## src/rtl/esma_pkg.sv

```systemverilog
// ============================================================================
// esma_pkg
// Shared constants and types for the encoder speed moving-average unit.
// ============================================================================
package esma_pkg;

    localparam int FILL_W  = 5;
    localparam int RATIO_W = 8;
    localparam logic [RATIO_W-1:0] RATIO_RESET = 8'd10;

    typedef struct packed {
        logic busy;
        logic done;
    } div_status_t;

endpackage

```

## src/rtl/esma_cell.sv

```systemverilog
// ============================================================================
// esma_cell
// One stage of the delta window: holds a delta, shifts it on when enabled.
// ============================================================================
module esma_cell #(
    parameter int WIDTH = 14
) (
    input  logic             aclk,
    input  logic             aresetn,
    input  logic             shift_en,
    input  logic [WIDTH-1:0] d_in,
    output logic [WIDTH-1:0] d_out
);

    logic [WIDTH-1:0] data_reg;
    logic [WIDTH-1:0] data_next;

    always_comb begin
        data_next = shift_en ? d_in : data_reg;
    end

    always_ff @(posedge aclk) begin
        if (!aresetn) begin
            data_reg <= '0;
        end else begin
            data_reg <= data_next;
        end
    end

    assign d_out = data_reg;

endmodule

```

## src/rtl/esma_div.sv

```systemverilog
// ============================================================================
// esma_div
// Restoring unsigned divider, one quotient bit per cycle.
// ============================================================================
module esma_div #(
    parameter int DIVIDEND_W = 26,
    parameter int DIVISOR_W  = 5
) (
    input  logic                   aclk,
    input  logic                   aresetn,
    input  logic                   start,
    input  logic [DIVIDEND_W-1:0]  dividend,
    input  logic [DIVISOR_W-1:0]   divisor,
    output logic [DIVIDEND_W-1:0]  quotient,
    output esma_pkg::div_status_t  status
);

    import esma_pkg::*;

    localparam int STEP_W = $clog2(DIVIDEND_W + 1);

    logic [DIVIDEND_W-1:0] quo_reg, quo_next;
    logic [DIVISOR_W-1:0]  rem_reg, rem_next;
    logic [DIVISOR_W-1:0]  dvs_reg, dvs_next;
    logic [STEP_W-1:0]     step_reg, step_next;
    logic                  busy_reg, busy_next;
    logic                  done_reg, done_next;
    logic [DIVISOR_W:0]    shifted;
    logic [DIVISOR_W:0]    trial;
    logic                  fits;

    always_comb begin
        shifted   = {rem_reg, quo_reg[DIVIDEND_W-1]};
        trial     = shifted - {1'b0, dvs_reg};
        fits      = (shifted >= {1'b0, dvs_reg});
        quo_next  = quo_reg;
        rem_next  = rem_reg;
        dvs_next  = dvs_reg;
        step_next = step_reg;
        busy_next = busy_reg;
        done_next = done_reg;
        if (start) begin
            quo_next  = dividend;
            rem_next  = '0;
            dvs_next  = divisor;
            step_next = STEP_W'(DIVIDEND_W);
            busy_next = 1'b1;
            done_next = 1'b0;
        end else if (busy_reg) begin
            rem_next  = fits ? trial[DIVISOR_W-1:0] : shifted[DIVISOR_W-1:0];
            quo_next  = {quo_reg[DIVIDEND_W-2:0], fits};
            step_next = step_reg - 1'b1;
            if (step_reg == STEP_W'(1)) begin
                busy_next = 1'b0;
                done_next = 1'b1;
            end
        end
    end

    always_ff @(posedge aclk) begin
        if (!aresetn) begin
            step_reg <= '0;
            busy_reg <= 1'b0;
            done_reg <= 1'b0;
        end else begin
            step_reg <= step_next;
            busy_reg <= busy_next;
            done_reg <= done_next;
        end
    end

    always_ff @(posedge aclk) begin
        quo_reg <= quo_next;
        rem_reg <= rem_next;
        dvs_reg <= dvs_next;
    end

    assign quotient    = quo_reg;
    assign status.busy = busy_reg;
    assign status.done = done_reg;

endmodule

```

## src/rtl/encoder_speed_moving_average_unit.sv

```systemverilog
// ============================================================================
// encoder_speed_moving_average_unit
// Decimated angle-delta moving average with 8-bit fraction output.
// ============================================================================
// Takes one angle beat per s_ handshake. Every cfg-set number of beats the
// wrapped angle change since the last decimated sample is shifted into a row
// of WINDOW delta cells, the running sum is updated and divided by the fill
// count, giving one m_ beat. Beats that do not trigger an output leave the
// unit ready for the next beat; a triggering beat holds s_tready low through
// the ST_START and ST_DIV states while the divider works out one quotient
// bit per cycle. A finished result may wait on m_tready while the next beat
// is already accepted.
module encoder_speed_moving_average_unit #(
    parameter int WINDOW     = 20,
    parameter int ANGLE_BITS = 14,
    parameter int FRAC_BITS  = 8
) (
    input  logic                                     aclk,
    input  logic                                     aresetn,
    input  logic                                     cfg_wr_en,
    input  logic [esma_pkg::RATIO_W-1:0]             cfg_wr_data,
    input  logic                                     s_tvalid,
    output logic                                     s_tready,
    // angle
    input  logic [((ANGLE_BITS+7)/8)*8-1:0]          s_tdata,
    output logic                                     m_tvalid,
    input  logic                                     m_tready,
    // speed_avg, window_fill
    output logic [((ANGLE_BITS+FRAC_BITS+esma_pkg::FILL_W+7)/8)*8-1:0] m_tdata
);

    import esma_pkg::*;

    localparam int CNT_W  = $clog2(WINDOW + 1);
    localparam int SUM_W  = ANGLE_BITS + CNT_W;
    localparam int MAG_W  = SUM_W - 1 + FRAC_BITS;
    localparam int OUT_W  = ANGLE_BITS + FRAC_BITS;
    localparam int MDATA_W = ((OUT_W + FILL_W + 7) / 8) * 8;

    localparam logic [1:0] ST_IDLE  = 2'd0;
    localparam logic [1:0] ST_START = 2'd1;
    localparam logic [1:0] ST_DIV   = 2'd2;

    logic [1:0]              state_reg, state_next;
    logic [RATIO_W-1:0]      ratio_reg, ratio_next;
    logic [RATIO_W-1:0]      dec_reg, dec_next, dec_inc;
    logic [ANGLE_BITS-1:0]   prior_reg, prior_next;
    logic signed [SUM_W-1:0] sum_reg, sum_next;
    logic [CNT_W-1:0]        fill_reg, fill_next;
    logic                    neg_reg, neg_next;
    logic                    mvalid_reg, mvalid_next;
    logic [OUT_W-1:0]        speed_reg, speed_next;
    logic [FILL_W-1:0]       mfill_reg, mfill_next;

    logic [ANGLE_BITS-1:0]   angle;
    logic signed [ANGLE_BITS-1:0] delta;
    logic                    in_beat, fire, slot_free, div_start;
    logic signed [SUM_W-1:0] mag;
    logic [MAG_W-1:0]        dividend, quotient;
    logic [OUT_W-1:0]        quo_trunc;
    div_status_t             div_stat;
    logic [ANGLE_BITS-1:0]   chain [WINDOW];

    assign angle     = s_tdata[ANGLE_BITS-1:0];
    assign s_tready  = (state_reg == ST_IDLE);
    assign in_beat   = s_tvalid && s_tready;
    assign dec_inc   = dec_reg + 1'b1;
    assign fire      = in_beat && (dec_inc >= ratio_reg);
    assign delta     = signed'(angle - prior_reg);
    assign slot_free = !mvalid_reg || m_tready;
    assign div_start = (state_reg == ST_START);

    for (genvar i = 0; i < WINDOW; i++) begin : g_cell
        esma_cell #(
            .WIDTH (ANGLE_BITS)
        ) u_cell (
            .aclk     (aclk),
            .aresetn  (aresetn),
            .shift_en (fire),
            .d_in     ((i == 0) ? delta : chain[(i == 0) ? 0 : i-1]),
            .d_out    (chain[i])
        );
    end

    always_comb begin
        mag       = sum_reg[SUM_W-1] ? -sum_reg : sum_reg;
        dividend  = MAG_W'(mag[SUM_W-2:0]) << FRAC_BITS;
        quo_trunc = quotient[OUT_W-1:0];
    end

    esma_div #(
        .DIVIDEND_W (MAG_W),
        .DIVISOR_W  (CNT_W)
    ) u_div (
        .aclk     (aclk),
        .aresetn  (aresetn),
        .start    (div_start),
        .dividend (dividend),
        .divisor  (fill_reg),
        .quotient (quotient),
        .status   (div_stat)
    );

    always_comb begin
        state_next  = state_reg;
        ratio_next  = cfg_wr_en ? cfg_wr_data : ratio_reg;
        dec_next    = dec_reg;
        prior_next  = prior_reg;
        sum_next    = sum_reg;
        fill_next   = fill_reg;
        neg_next    = neg_reg;
        speed_next  = speed_reg;
        mfill_next  = mfill_reg;
        mvalid_next = mvalid_reg && !m_tready;
        case (state_reg)
            ST_IDLE: begin
                if (in_beat) begin
                    dec_next = fire ? '0 : dec_inc;
                end
                if (fire) begin
                    prior_next = angle;
                    sum_next   = sum_reg - SUM_W'(signed'(chain[WINDOW-1]))
                                 + SUM_W'(delta);
                    if (fill_reg < CNT_W'(WINDOW)) begin
                        fill_next = fill_reg + 1'b1;
                    end
                    state_next = ST_START;
                end
            end
            ST_START: begin
                neg_next   = sum_reg[SUM_W-1];
                state_next = ST_DIV;
            end
            ST_DIV: begin
                if (div_stat.done && slot_free) begin
                    speed_next  = neg_reg ? -quo_trunc : quo_trunc;
                    mfill_next  = FILL_W'(fill_reg);
                    mvalid_next = 1'b1;
                    state_next  = ST_IDLE;
                end
            end
            default: begin
                state_next = ST_IDLE;
            end
        endcase
    end

    always_ff @(posedge aclk) begin
        if (!aresetn) begin
            state_reg  <= ST_IDLE;
            ratio_reg  <= RATIO_RESET;
            dec_reg    <= '0;
            prior_reg  <= '0;
            sum_reg    <= '0;
            fill_reg   <= '0;
            mvalid_reg <= 1'b0;
        end else begin
            state_reg  <= state_next;
            ratio_reg  <= ratio_next;
            dec_reg    <= dec_next;
            prior_reg  <= prior_next;
            sum_reg    <= sum_next;
            fill_reg   <= fill_next;
            mvalid_reg <= mvalid_next;
        end
    end

    always_ff @(posedge aclk) begin
        neg_reg   <= neg_next;
        speed_reg <= speed_next;
        mfill_reg <= mfill_next;
    end

    assign m_tvalid = mvalid_reg;
    assign m_tdata  = MDATA_W'({mfill_reg, speed_reg});

    a_idle_div: assert property (@(posedge aclk) disable iff (!aresetn)
        s_tready |-> !div_stat.busy)
        else $error("divider busy while accepting beats");

    a_fill_range: assert property (@(posedge aclk) disable iff (!aresetn)
        fill_reg <= CNT_W'(WINDOW))
        else $error("fill count beyond window");

    a_out_fill: assert property (@(posedge aclk) disable iff (!aresetn)
        m_tvalid |-> (mfill_reg != '0))
        else $error("result beat with empty window");

    a_start_seq: assert property (@(posedge aclk) disable iff (!aresetn)
        (state_reg == ST_START) |=> (state_reg == ST_DIV) && div_stat.busy)
        else $error("divider did not start");

endmodule
```

## config.mk

```make
export PLATFORM = sky130hd
export DESIGN_NAME = encoder_speed_moving_average_unit
export DESIGN_NICKNAME = d
export VERILOG_FILES = /design/src/rtl/esma_pkg.sv /design/src/rtl/esma_cell.sv /design/src/rtl/esma_div.sv /design/src/rtl/encoder_speed_moving_average_unit.sv
export SDC_FILE = /design/constraint.sdc
export NUM_CORES = 1
export LEC_CHECK = 0
export ABC_AREA = 1
export BUFFER_PORTS_ARGS = -buffer_cell sky130_fd_sc_hd__buf_2
export CAP_MARGIN = 20
export CORE_UTILIZATION = 61
export CTS_BUF_LIST = sky130_fd_sc_hd__clkbuf_4 sky130_fd_sc_hd__clkbuf_8 sky130_fd_sc_hd__clkbuf_16
export CTS_CLUSTER_SIZE = 16
export DETAILED_ROUTE_END_ITERATION = 8
export PLACE_DENSITY = 0.79
export SLEW_MARGIN = 10
export SYNTH_ARGS = -nofsm -noshare
export SYNTH_HDL_FRONTEND = slang
export SYNTH_SLANG_ARGS = --single-unit
```

## constraint.sdc

```tcl
create_clock -name aclk -period 7 [get_ports aclk]
set_input_delay 1.4 -clock aclk [delete_from_list [all_inputs] [get_ports aclk]]
set_output_delay 1.4 -clock aclk [all_outputs]
set_load 0.005 [all_outputs]
```

==> impl_metrics.ini, run 1 <==
[run_status]
outcome = complete, no violations

[setup_path]
timing.rr.start = prior_reg[0]
cp_data_arrival_time_ns = 5.29
critical_path.reg2reg.endpoint = sum_reg[15]
reg2regPathDepth = 18
worst-endpoint-required_ns = 7.41
critPathMaxFanout = 4
reg2reg_slack_ns = 2.86
worstSetupStartpointType = primary input
timing_worst_setup_path_type = primary input to flip-flop
critical_path.endpoint_type = flip-flop

[clock_tree]
tritoncts = done
tritoncts_num_sinks = 408
clock_path_buffers = 3
clk_pin_slew_worst_paths_ns = 0.06
clock_insertion_delay_worst_skew_ns = 0.53
numCtsBuffers = 41
root_buffer = clkbuf_16
cts-htree-levels = 2
post_cts_resize_count = 0
post_cts_hold_buffer_count = 0
number_of_buffers_inserted_to_repair_setup_after_cts = 0

[final_layout]
regArea_mm2 = 0.008678
num_antenna_cells = 0
multi_input_area_mm2 = 0.006774
fillerInstances = 2228
fraction_of_layout_instances_using_a_drive_strength_above_1 = 0.1399
layout_commonest_cell = inv_1
layout_net_count = 2056
final_cell_mix = inv_1 (448), dfxtp_1 (357), nand2_1 (204)
final_core_utilization = 0.6752
layout_overhead_on_the_synthesized_area_pct = 9.031
finalNonFillerCells = 2371
largest_register_ffs = 280

[synth]
post_synth_main_area_contributors = dfxtp_1 (40%), inv_1 (9.5%), o22ai_2 (8.7%)
postSynthCellCount = 1932
post_synth_instance_area_mm2 = 0.01777
yosys.area.top_type_share = 0.4021
ys.warnings.count = 0
post_synth.cell_area_avg_um2 = 9.200
synth_edf_count = 51
sequential_share_of_the_synthesized_area = 0.4882
synthDistinctLibCells = 45
number_of_register_bits_inferred_by_synthesis = 408
post-synth-top-area-cell = dfxtp_1
async_set_or_reset_register_ratio_after_synthesis = 0
yosys_most_used_dff = dfxtp_1

[power]
switching_share = 0.2565
p_per_area_mw_per_mm2 = 274.5
ir_worst_vdd_v = 0.0002031
totalPowerFinal_w = 0.005320
p_leak_nw = 7.306
share_seq_of_total_power = 0.462
total_switching_power_w = 0.001365
combPwrFrac = 0.128
power.clock.fraction = 0.410
p_int_w = 0.003955

[timing]
finalSetupTns_ns = 0
pin_slew_with_the_least_headroom_to_its_limit_ns = 1.022
holdWs_ns = 0.4473
final_max_slew_viol_count = 0
final.min_clock_period_ns = 4.879
timing_hold_violations_final = 0
fin_crit_sh = 0.6970
number_of_endpoints_failing_setup_at_the_final_stage = 0
grt_setup_unrepaired = false
finalClockSkew_ns = 0.01677
max_slew_headroom = 0.3184
timing.fmax_mhz = 205.0

[grt]
initial_antenna_violation_count = 0
grt_max_degree = 144
grt_pass1_wl_mm = 54.62
grt_pass1_vias = 11750
gr-usage-all-layers = 0.2162
overflow = 0

[worst_hold_path]
capture_endpoint_of_the_worst_hold_path = speed_reg[0]
worst_hold_path_type = flip-flop to flip-flop
hold_start = u_div.quotient[0]
holdPathStages = 0

[die]
floorplan.die_area_mm2 = 0.02983
chipWidth_um = 172.7
placementRows = 62
number_of_top_level_design_ports = 63
area_of_the_core_mm2 = 0.02870
initial_utilization = 0.6193
die_height_um = 172.7

[route]
viasPerCell = 5.213
drt_first_pass_iters = 5
drt_first_iter_violations = 768
dr_total_vias = 12360
drt_drc_violations_left = 0
postRouteWirelength_mm = 32.44
antenna_violating_nets_post_route = 0
routed_wire_per_std_cell_um = 13.68

[placed_design]
place.detailed.instances = 2297
place.port_buffers = 55
finalWeightedCongestion = 0.8805
hpwl_mm = 21.71

[job]
drv.max_cap_violation_count = 0
[synthesized netlist by cell type (2+ instances only)]
cell	n
nor3_2	2
nand3_1	49
clkinv_1	2
o21ai_2	6
o22ai_1	165
fa_1	20
xor2_1	42
buf_4	14
o21ai_0	88
o22ai_2	123
nor2_2	2
nor2_1	85
nand2_4	3
o21bai_1	5
ha_1	51
xnor2_1	11
buf_2	25
a211oi_1	2
o31ai_1	2
nand4_1	14
buf_6	34
clkbuf_1	11
a21boi_0	3
nor3_1	15
a32o_1	2
nand2_1	204
inv_1	448
dfxtp_1	357
a21o_1	3
a21oi_1	76
or2_2	2
o21ai_1	3
edfxtp_1	51
[power groups by stage]
stage / sequential [W] / combinational [W] / clock (W)
after global placement: 0.00251 / 0.000657 / 0
after detailed placement: 0.00251 / 0.000670 / 0
final: 0.00246 / 0.000680 / 0.00218
after global routing: 0.00246 / 0.000771 / 0.00232
after floorplan: 0.00250 / 0.000535 / 0
after CTS: 0.00246 / 0.000677 / 0.00222
[cells by family (layout without fill, tap and decap cells)]
kind of cell / after synthesis / in the layout / share of synthesized area
AOI/OAI and AO/OA: 482 / 482 / 0.2042
xor gates and xnor gates: 53 / 53 / 0.02612
adders and majority gates: 71 / 71 / 0.05843
buffers and inverters: 537 / 588 / 0.1326
DFF: 408 / 408 / 0.4882
other: 1 / 5 / 0.0002110
and+or+nand+nor: 380 / 380 / 0.09017
[critical path: stages]
cell,delay [ns]
buf_2,0.07
inv_1,0.07
ha_1,0.25
fa_1,0.40
inv_1,0.09
nand2_1,0.06
o21ai_0,0.41
a21boi_0,0.19
xor2_1,0.47
fa_1,0.50
inv_1,0.07
ha_1,0.27
a21oi_1,0.24
o21ai_0,0.14
nand2_1,0.08
nand3_1,0.15
a21oi_1,0.20
nor2_1,0.06
nor2_1,0.13
nor2_1,0.05
[stage by stage]
stage	cell area, um^2	setup WS (ns)
after global routing	19380	1.919
after CTS	19380	2.188
after detailed placement	17980	1.661
after floorplan	17790	2.400
after global placement	17980	1.629
final	19380	2.121
[metal layers]
| layer | global-route usage | vias up | wire [um] |
|---|---|---|---|
| met5 | 0 | - | 0 |
| met4 | 0.05863 | 0 | 583 |
| met3 | 0.03012 | 53 | 1189 |
| met2 | 0.3713 | 227 | 15860 |
| met1 | 0.2856 | 5710 | 14810 |
| li1 | - | 6370 | - |
[worst max path at each step]
stage                from           to  slack, ns  depth (start not counted)
6_report       s_tdata[0]  sum_reg[15]       2.12                         20
5_1_grt        s_tdata[0]  sum_reg[15]       1.92                         20
4_1_cts        s_tdata[0]  sum_reg[15]       2.19                         20
3_5_place_dp   s_tdata[0]  sum_reg[15]       1.66                         20
3_3_place_gp   s_tdata[0]  sum_reg[15]       1.63                         20
2_1_floorplan  s_tdata[0]  sum_reg[15]       2.40                         19
[final cells by class]
cell class,instances,area share
Clock buffer,57,0.06482
Clock inverter,17,0.007166
Inverter,452,0.08768
Multi-Input combinational cell,991,0.3495
Sequential cell,408,0.4478
Tap cell,384,0.02479
Timing Repair Buffer,62,0.01821
Power figures use the tool's default switching activity.
==> inputs of run 2 (changes only) <==
--- a/config.mk
+++ b/config.mk
@@ -8,11 +8,11 @@
 export ABC_AREA = 1
 export BUFFER_PORTS_ARGS = -buffer_cell sky130_fd_sc_hd__buf_2
 export CAP_MARGIN = 20
-export CORE_UTILIZATION = 61
+export CORE_UTILIZATION = 56
 export CTS_BUF_LIST = sky130_fd_sc_hd__clkbuf_4 sky130_fd_sc_hd__clkbuf_8 sky130_fd_sc_hd__clkbuf_16
 export CTS_CLUSTER_SIZE = 16
 export DETAILED_ROUTE_END_ITERATION = 8
-export PLACE_DENSITY = 0.79
+export PLACE_DENSITY = 0.76
 export SLEW_MARGIN = 10
 export SYNTH_ARGS = -nofsm -noshare
 export SYNTH_HDL_FRONTEND = slang
==> constraint.sdc (replaced) <==
create_clock -name aclk -period 4.1 [get_ports aclk]
set_input_delay 0.82 -clock aclk [delete_from_list [all_inputs] [get_ports aclk]]
set_output_delay 0.82 -clock aclk [all_outputs]
set_load 0.005 [all_outputs]
==> run 2 against run 1 <==
Sequential cell count unchanged. Hold slack worse by 0.0071 ns. Global-route usage decreased by 0.85 points. Register-to-register slack worse by 2.4 ns. Largest cell class unchanged. Largest power group unchanged.
==> impl_metrics.ini, run 2 (same netlist as run 1, synthesis figures left out) <==
[clock_tree]
post_cts_resize_count = 0
tritoncts_num_sinks = 408
clk_pin_slew_worst_paths_ns = 0.06
cts-htree-levels = 2
clock_insertion_delay_worst_skew_ns = 0.53
number_of_buffers_inserted_to_repair_setup_after_cts = 0
root_buffer = clkbuf_16
tritoncts = done
numCtsBuffers = 41
post_cts_hold_buffer_count = 0
clock_path_buffers = 3

[setup_path]
critical_path.reg2reg.endpoint = sum_reg[14]
slowest_stage = fa_1
worst_path_largest_cell_delay_ns = 0.50
cp_data_arrival_time_ns = 4.29
critPathMaxFanout = 3
critical_path.endpoint_type = flip-flop
critical_path.endpoint = sum_reg[14]
worst-endpoint-required_ns = 4.57
reg2regPathDepth = 22
timing.rr.start = prior_reg[8]
worstPathCellList = buf_2 > inv_1 > ha_1 > fa_1 > inv_1 > nand2_1 > o21ai_2 > buf_4 > a21oi_1 > xor2_1 > fa_1 > inv_1 > ha_1 > nand2_1 > nor2_1 > nand4_1 > nor2_1 > nor2_1 > o21bai_1 > nor2_1 > nor2_1 > nand2_1 > nand2_1
cp-startpoint = s_tdata[0]
cpMostUsedCell = nor2_1
reg2reg_slack_ns = 0.41
timing_worst_setup_path_type = primary input to flip-flop
worstSetupStartpointType = primary input

[route]
drt_first_pass_iters = 5
viasPerCell = 5.163
routed_wire_per_std_cell_um = 13.44
postRouteWirelength_mm = 33.31
dr_total_vias = 12790
antenna_violating_nets_post_route = 0
drt_drc_violations_left = 0
drt_first_iter_violations = 759

[power]
share_seq_of_total_power = 0.453
switching_share = 0.2554
total_switching_power_w = 0.002366
power.clock.fraction = 0.399
p_per_area_mw_per_mm2 = 459.9
p_leak_nw = 7.767
p_int_w = 0.006898
ir_worst_vdd_v = 0.0003885
combPwrFrac = 0.148

[grt]
grt_max_degree = 86
grt_pass1_vias = 12420
overflow = 0
gr-usage-all-layers = 0.2076
grt_pass1_wl_mm = 56.94
initial_antenna_violation_count = 0

[placed_design]
hpwl_mm = 22.95
place.port_buffers = 55
dpl_worst_slack_ns = -0.3690
finalWeightedCongestion = 0.8928

[final_layout]
fraction_of_layout_instances_using_a_drive_strength_above_1 = 0.1787
layout_commonest_cell = inv_1
final_core_utilization = 0.6517
fillerInstances = 2491
largest_register_ffs = 280
layout_net_count = 2149
num_antenna_cells = 0
final_cell_mix = inv_1 (448), dfxtp_1 (357), nand2_1 (204)
regArea_mm2 = 0.008678
layout_overhead_on_the_synthesized_area_pct = 13.33
multi_input_area_mm2 = 0.006787

[die]
chipWidth_um = 180.2
number_of_top_level_design_ports = 63
die_height_um = 180.2
area_of_the_core_mm2 = 0.03091
floorplan.die_area_mm2 = 0.03246
placementRows = 64
initial_utilization = 0.5750

[job]
drv.max_cap_violation_count = 0

[timing]
finalWorstSetupSlack_ns = 0.2820
finalClockSkew_ns = 0.007391
finalSetupTns_ns = 0
holdWs_ns = 0.4402
timing_hold_violations_final = 0
grt_setup_unrepaired = false
final.min_clock_period_ns = 3.818
max_slew_headroom = 0.3736
timing.fmax_mhz = 261.9
fin_crit_sh = 0.9312
final_max_slew_viol_count = 0
number_of_endpoints_failing_setup_at_the_final_stage = 0
pin_slew_with_the_least_headroom_to_its_limit_ns = 0.9386

[run_status]
outcome = complete, no violations

[worst_hold_path]
worst_hold_path_type = flip-flop to flip-flop
holdPathStages = 0
==> run 2: cell count changes in the layout (fill, tap and decap cells not counted), sizes merged <==
cell / change
clkinvlp: -1
inv: -1
bufinv: +1
buf: +93
clkbuf: -1
clkinv: +4
==> run 2: power groups by stage <==
stage | combinational, W | sequential [W] | clock [W]
2_1_floorplan | 0.000913 | 0.00427 | 0
3_3_place_gp | 0.00133 | 0.00428 | 0
3_5_place_dp | 0.00136 | 0.00428 | 0
4_1_cts | 0.00137 | 0.00420 | 0.00377
5_1_grt | 0.00154 | 0.00421 | 0.00396
6_report | 0.00137 | 0.00420 | 0.00369
==> run 2: worst min-delay path by stage <==
stage                       from            to  slack [ns]
2_1_floorplan        sum_reg[18]       neg_reg        0.41
3_3_place_gp   u_div.quotient[0]  speed_reg[0]        0.42
3_5_place_dp   u_div.quotient[0]  speed_reg[0]        0.43
4_1_cts        u_div.quotient[0]  speed_reg[0]        0.44
5_1_grt        u_div.quotient[0]  speed_reg[0]        0.46
6_report       u_div.quotient[0]  speed_reg[0]        0.44
==> run 2: stage by stage <==
step | area [um^2] | instances | power, W
floorplan | 17790 | 1936 | 0.005182
global placement | 18760 | 2402 | 0.005612
detailed placement | 18760 | 2402 | 0.005642
CTS | 20130 | 2478 | 0.009338
global route | 20140 | 2478 | 0.009713
finish | 20140 | 2478 | 0.009265
==> run 2: routing by layer <==
layer,global-route usage,vias to the layer above,wire length (um),share of wire
li1,-,6572,-,-
met1,0.2648,5975,15390,0.46
met2,0.3686,194,16100,0.48
met3,0.02910,53,1141,0.034
met4,0.05436,0,672,0.020
met5,0,-,0,0
==> run 2: layout make-up <==
| class | instances | area share |
|---|---|---|
| clock buffers | 56 | 0.05926 |
| clock inverters | 20 | 0.008758 |
| inverters | 452 | 0.08435 |
| multi-input cells | 991 | 0.3369 |
| flip-flops and latches | 408 | 0.4308 |
| well taps | 396 | 0.02460 |
| repair buffers | 155 | 0.05528 |
==> run 2: worst max-delay path: cells and delay by family <==
family	cells	cell delay (ns)
and+or+nand+nor	10	1.03
adders and majority gates	4	1.44
AOI/OAI and AO/OA	3	0.39
buffers and inverters	5	0.40
xor gates and xnor gates	1	0.19
==> inputs of run 3 (changes only) <==
--- a/config.mk
+++ b/config.mk
@@ -8,11 +8,10 @@
 export ABC_AREA = 1
 export BUFFER_PORTS_ARGS = -buffer_cell sky130_fd_sc_hd__buf_2
 export CAP_MARGIN = 20
-export CORE_UTILIZATION = 56
+export CORE_UTILIZATION = 35
 export CTS_BUF_LIST = sky130_fd_sc_hd__clkbuf_4 sky130_fd_sc_hd__clkbuf_8 sky130_fd_sc_hd__clkbuf_16
 export CTS_CLUSTER_SIZE = 16
 export DETAILED_ROUTE_END_ITERATION = 8
-export PLACE_DENSITY = 0.76
 export SLEW_MARGIN = 10
 export SYNTH_ARGS = -nofsm -noshare
 export SYNTH_HDL_FRONTEND = slang
==> run 3 against run 2 <==
Hold slack got worse by 0.0094 ns. Critical path depth is the same. Routed wire length grew 2.1%. Final cell count is 11% higher. First-iteration DRC count decreased by 10%. Global-route usage shrank 7.4 points. Clock-buffer cell count is 5 higher. Die area grew 59%. Total power rose by 2.1%. Clock skew is 0.0044 ns higher. Sequential power barely moved. Largest power group unchanged. Highest routed layer unchanged.
==> impl_metrics.ini, run 3 (same netlist as run 1, synthesis figures left out) <==
[route]
routed_wire_per_std_cell_um = 12.35
dr_total_vias = 12590
drt_first_iter_violations = 680
drt_first_pass_iters = 5
postRouteWirelength_mm = 34.00
antenna_violating_nets_post_route = 0
viasPerCell = 4.574
drt_drc_violations_left = 0

[final_layout]
multi_input_area_mm2 = 0.006779
num_antenna_cells = 0
design_area_mm2 = 0.02056
final_cell_mix = inv_1 (448), dfxtp_1 (357), nand2_1 (204)
layout_commonest_cell = inv_1
fraction_of_layout_instances_using_a_drive_strength_above_1 = 0.1788
layout_overhead_on_the_synthesized_area_pct = 15.69
fillerInstances = 4920
layout_net_count = 2147
largest_register_ffs = 280
regArea_mm2 = 0.008678

[clock_tree]
root_buffer = clkbuf_16
tritoncts_num_sinks = 408
clk_pin_slew_worst_paths_ns = 0.06
post_cts_hold_buffer_count = 0
number_of_buffers_inserted_to_repair_setup_after_cts = 0
post_cts_resize_count = 0
numCtsBuffers = 44
clock_path_buffers = 3
clock_insertion_delay_worst_skew_ns = 0.57
cts-htree-levels = 2
tritoncts = done

[grt]
grt_max_degree = 98
initial_antenna_violation_count = 0
grt_pass1_wl_mm = 56.98
grt_pass1_vias = 12120
overflow = 0
gr-usage-all-layers = 0.1341

[power]
p_per_area_mw_per_mm2 = 460.1
p_leak_nw = 7.806
totalPowerFinal_w = 0.009462
ir_worst_vdd_v = 0.0002587

[worst_hold_path]
worst_hold_path_type = flip-flop to flip-flop
hold_start = u_div.quotient[0]

[timing]
timing_hold_violations_final = 0
fin_crit_sh = 0.9134
final_max_slew_viol_count = 0
max_slew_headroom = 0.3337
timing.fmax_mhz = 267.0
pin_slew_with_the_least_headroom_to_its_limit_ns = 0.9984
finalClockSkew_ns = 0.01178
final.min_clock_period_ns = 3.745
number_of_endpoints_failing_setup_at_the_final_stage = 0
grt_setup_unrepaired = false

[setup_path]
worstSetupStartpointType = primary input
critical_path.endpoint_type = flip-flop
timing_worst_setup_path_type = primary input to flip-flop
timing.rr.start = prior_reg[3]
worst-endpoint-required_ns = 4.55
cp-startpoint = s_tdata[0]
critPathMaxFanout = 3
cp_data_arrival_time_ns = 4.20

[die]
placementRows = 82
initial_utilization = 0.3543
number_of_top_level_design_ports = 63
floorplan.die_area_mm2 = 0.05169
die_height_um = 227.4
area_of_the_core_mm2 = 0.05017
chipWidth_um = 227.4

[placed_design]
place.port_buffers = 55
hpwl_mm = 23.24
finalWeightedCongestion = 0.8467
placement.cell_area_mm2 = 0.01911

[job]
drv.max_cap_violation_count = 0

[run_status]
outcome = complete, no violations
==> run 3: final cells by class <==
type | count | area share
clock buffer | 61 | 0.06218
tap | 672 | 0.04089
multi-input combinational | 991 | 0.3297
sequential | 408 | 0.4220
inverter | 452 | 0.08263
clock inverter | 18 | 0.008458
timing repair buffer | 150 | 0.05415
==> run 3: metrics by stage <==
step                      cells    util  TNS, ns  hold slack (ns)  setup slack [ns]
final                      2752  0.4099        0           0.4308            0.3551
after global routing       2752  0.4099        0           0.4436           0.01545
after CTS                  2752  0.4098        0           0.4295            0.2646
after detailed placement   2673  0.3808   -2.758           0.4165           -0.3242
after global placement     2673  0.3808   -1.973           0.4163           -0.2659
after floorplan            1936       -        0           0.4064           0.08030
==> run 3: power by group <==
part / switching, W / total (W) / internal, W
combinational: 0.000800 / 0.00136 / 0.000562
sequential: 0.0000551 / 0.00420 / 0.00414
clock: 0.00158 / 0.00390 / 0.00232
total: 0.00244 / 0.00946 / 0.00702
==> run 3: per-layer routing <==
metal / track usage / share of wire / vias up
met3: 0.02426 / 0.032 / 59
met2: 0.2227 / 0.47 / 173
met1: 0.1711 / 0.47 / 5784
met5: 0 / 0 / -
li1: - / - / 6571
met4: 0.05477 / 0.027 / 0
==> run 3: worst max-delay path, cell delays in order <==
cell,delay (ns)
buf_2,0.08
inv_1,0.06
ha_1,0.24
fa_1,0.39
inv_1,0.09
nand2_1,0.06
o21ai_1,0.15
buf_4,0.15
a21oi_1,0.07
xor2_1,0.29
fa_1,0.47
inv_1,0.08
ha_1,0.26
inv_1,0.09
o21ai_0,0.12
inv_1,0.10
nor2_1,0.04
nor2_1,0.09
nand3_1,0.12
a21oi_1,0.21
nor2_1,0.07
nor2_1,0.11
nor2_1,0.04
==> run 3: path summary, 6_finish.rpt <==
| path | end | slack (ns) | cells past startpoint |
|---|---|---|---|
| min | speed_reg[0] | 0.43 | 0 |
| max | sum_reg[15] | 0.36 | 23 |
| max reg2reg | sum_reg[15] | 0.44 | 20 |
| min reg2reg | speed_reg[0] | 0.43 | 0 |
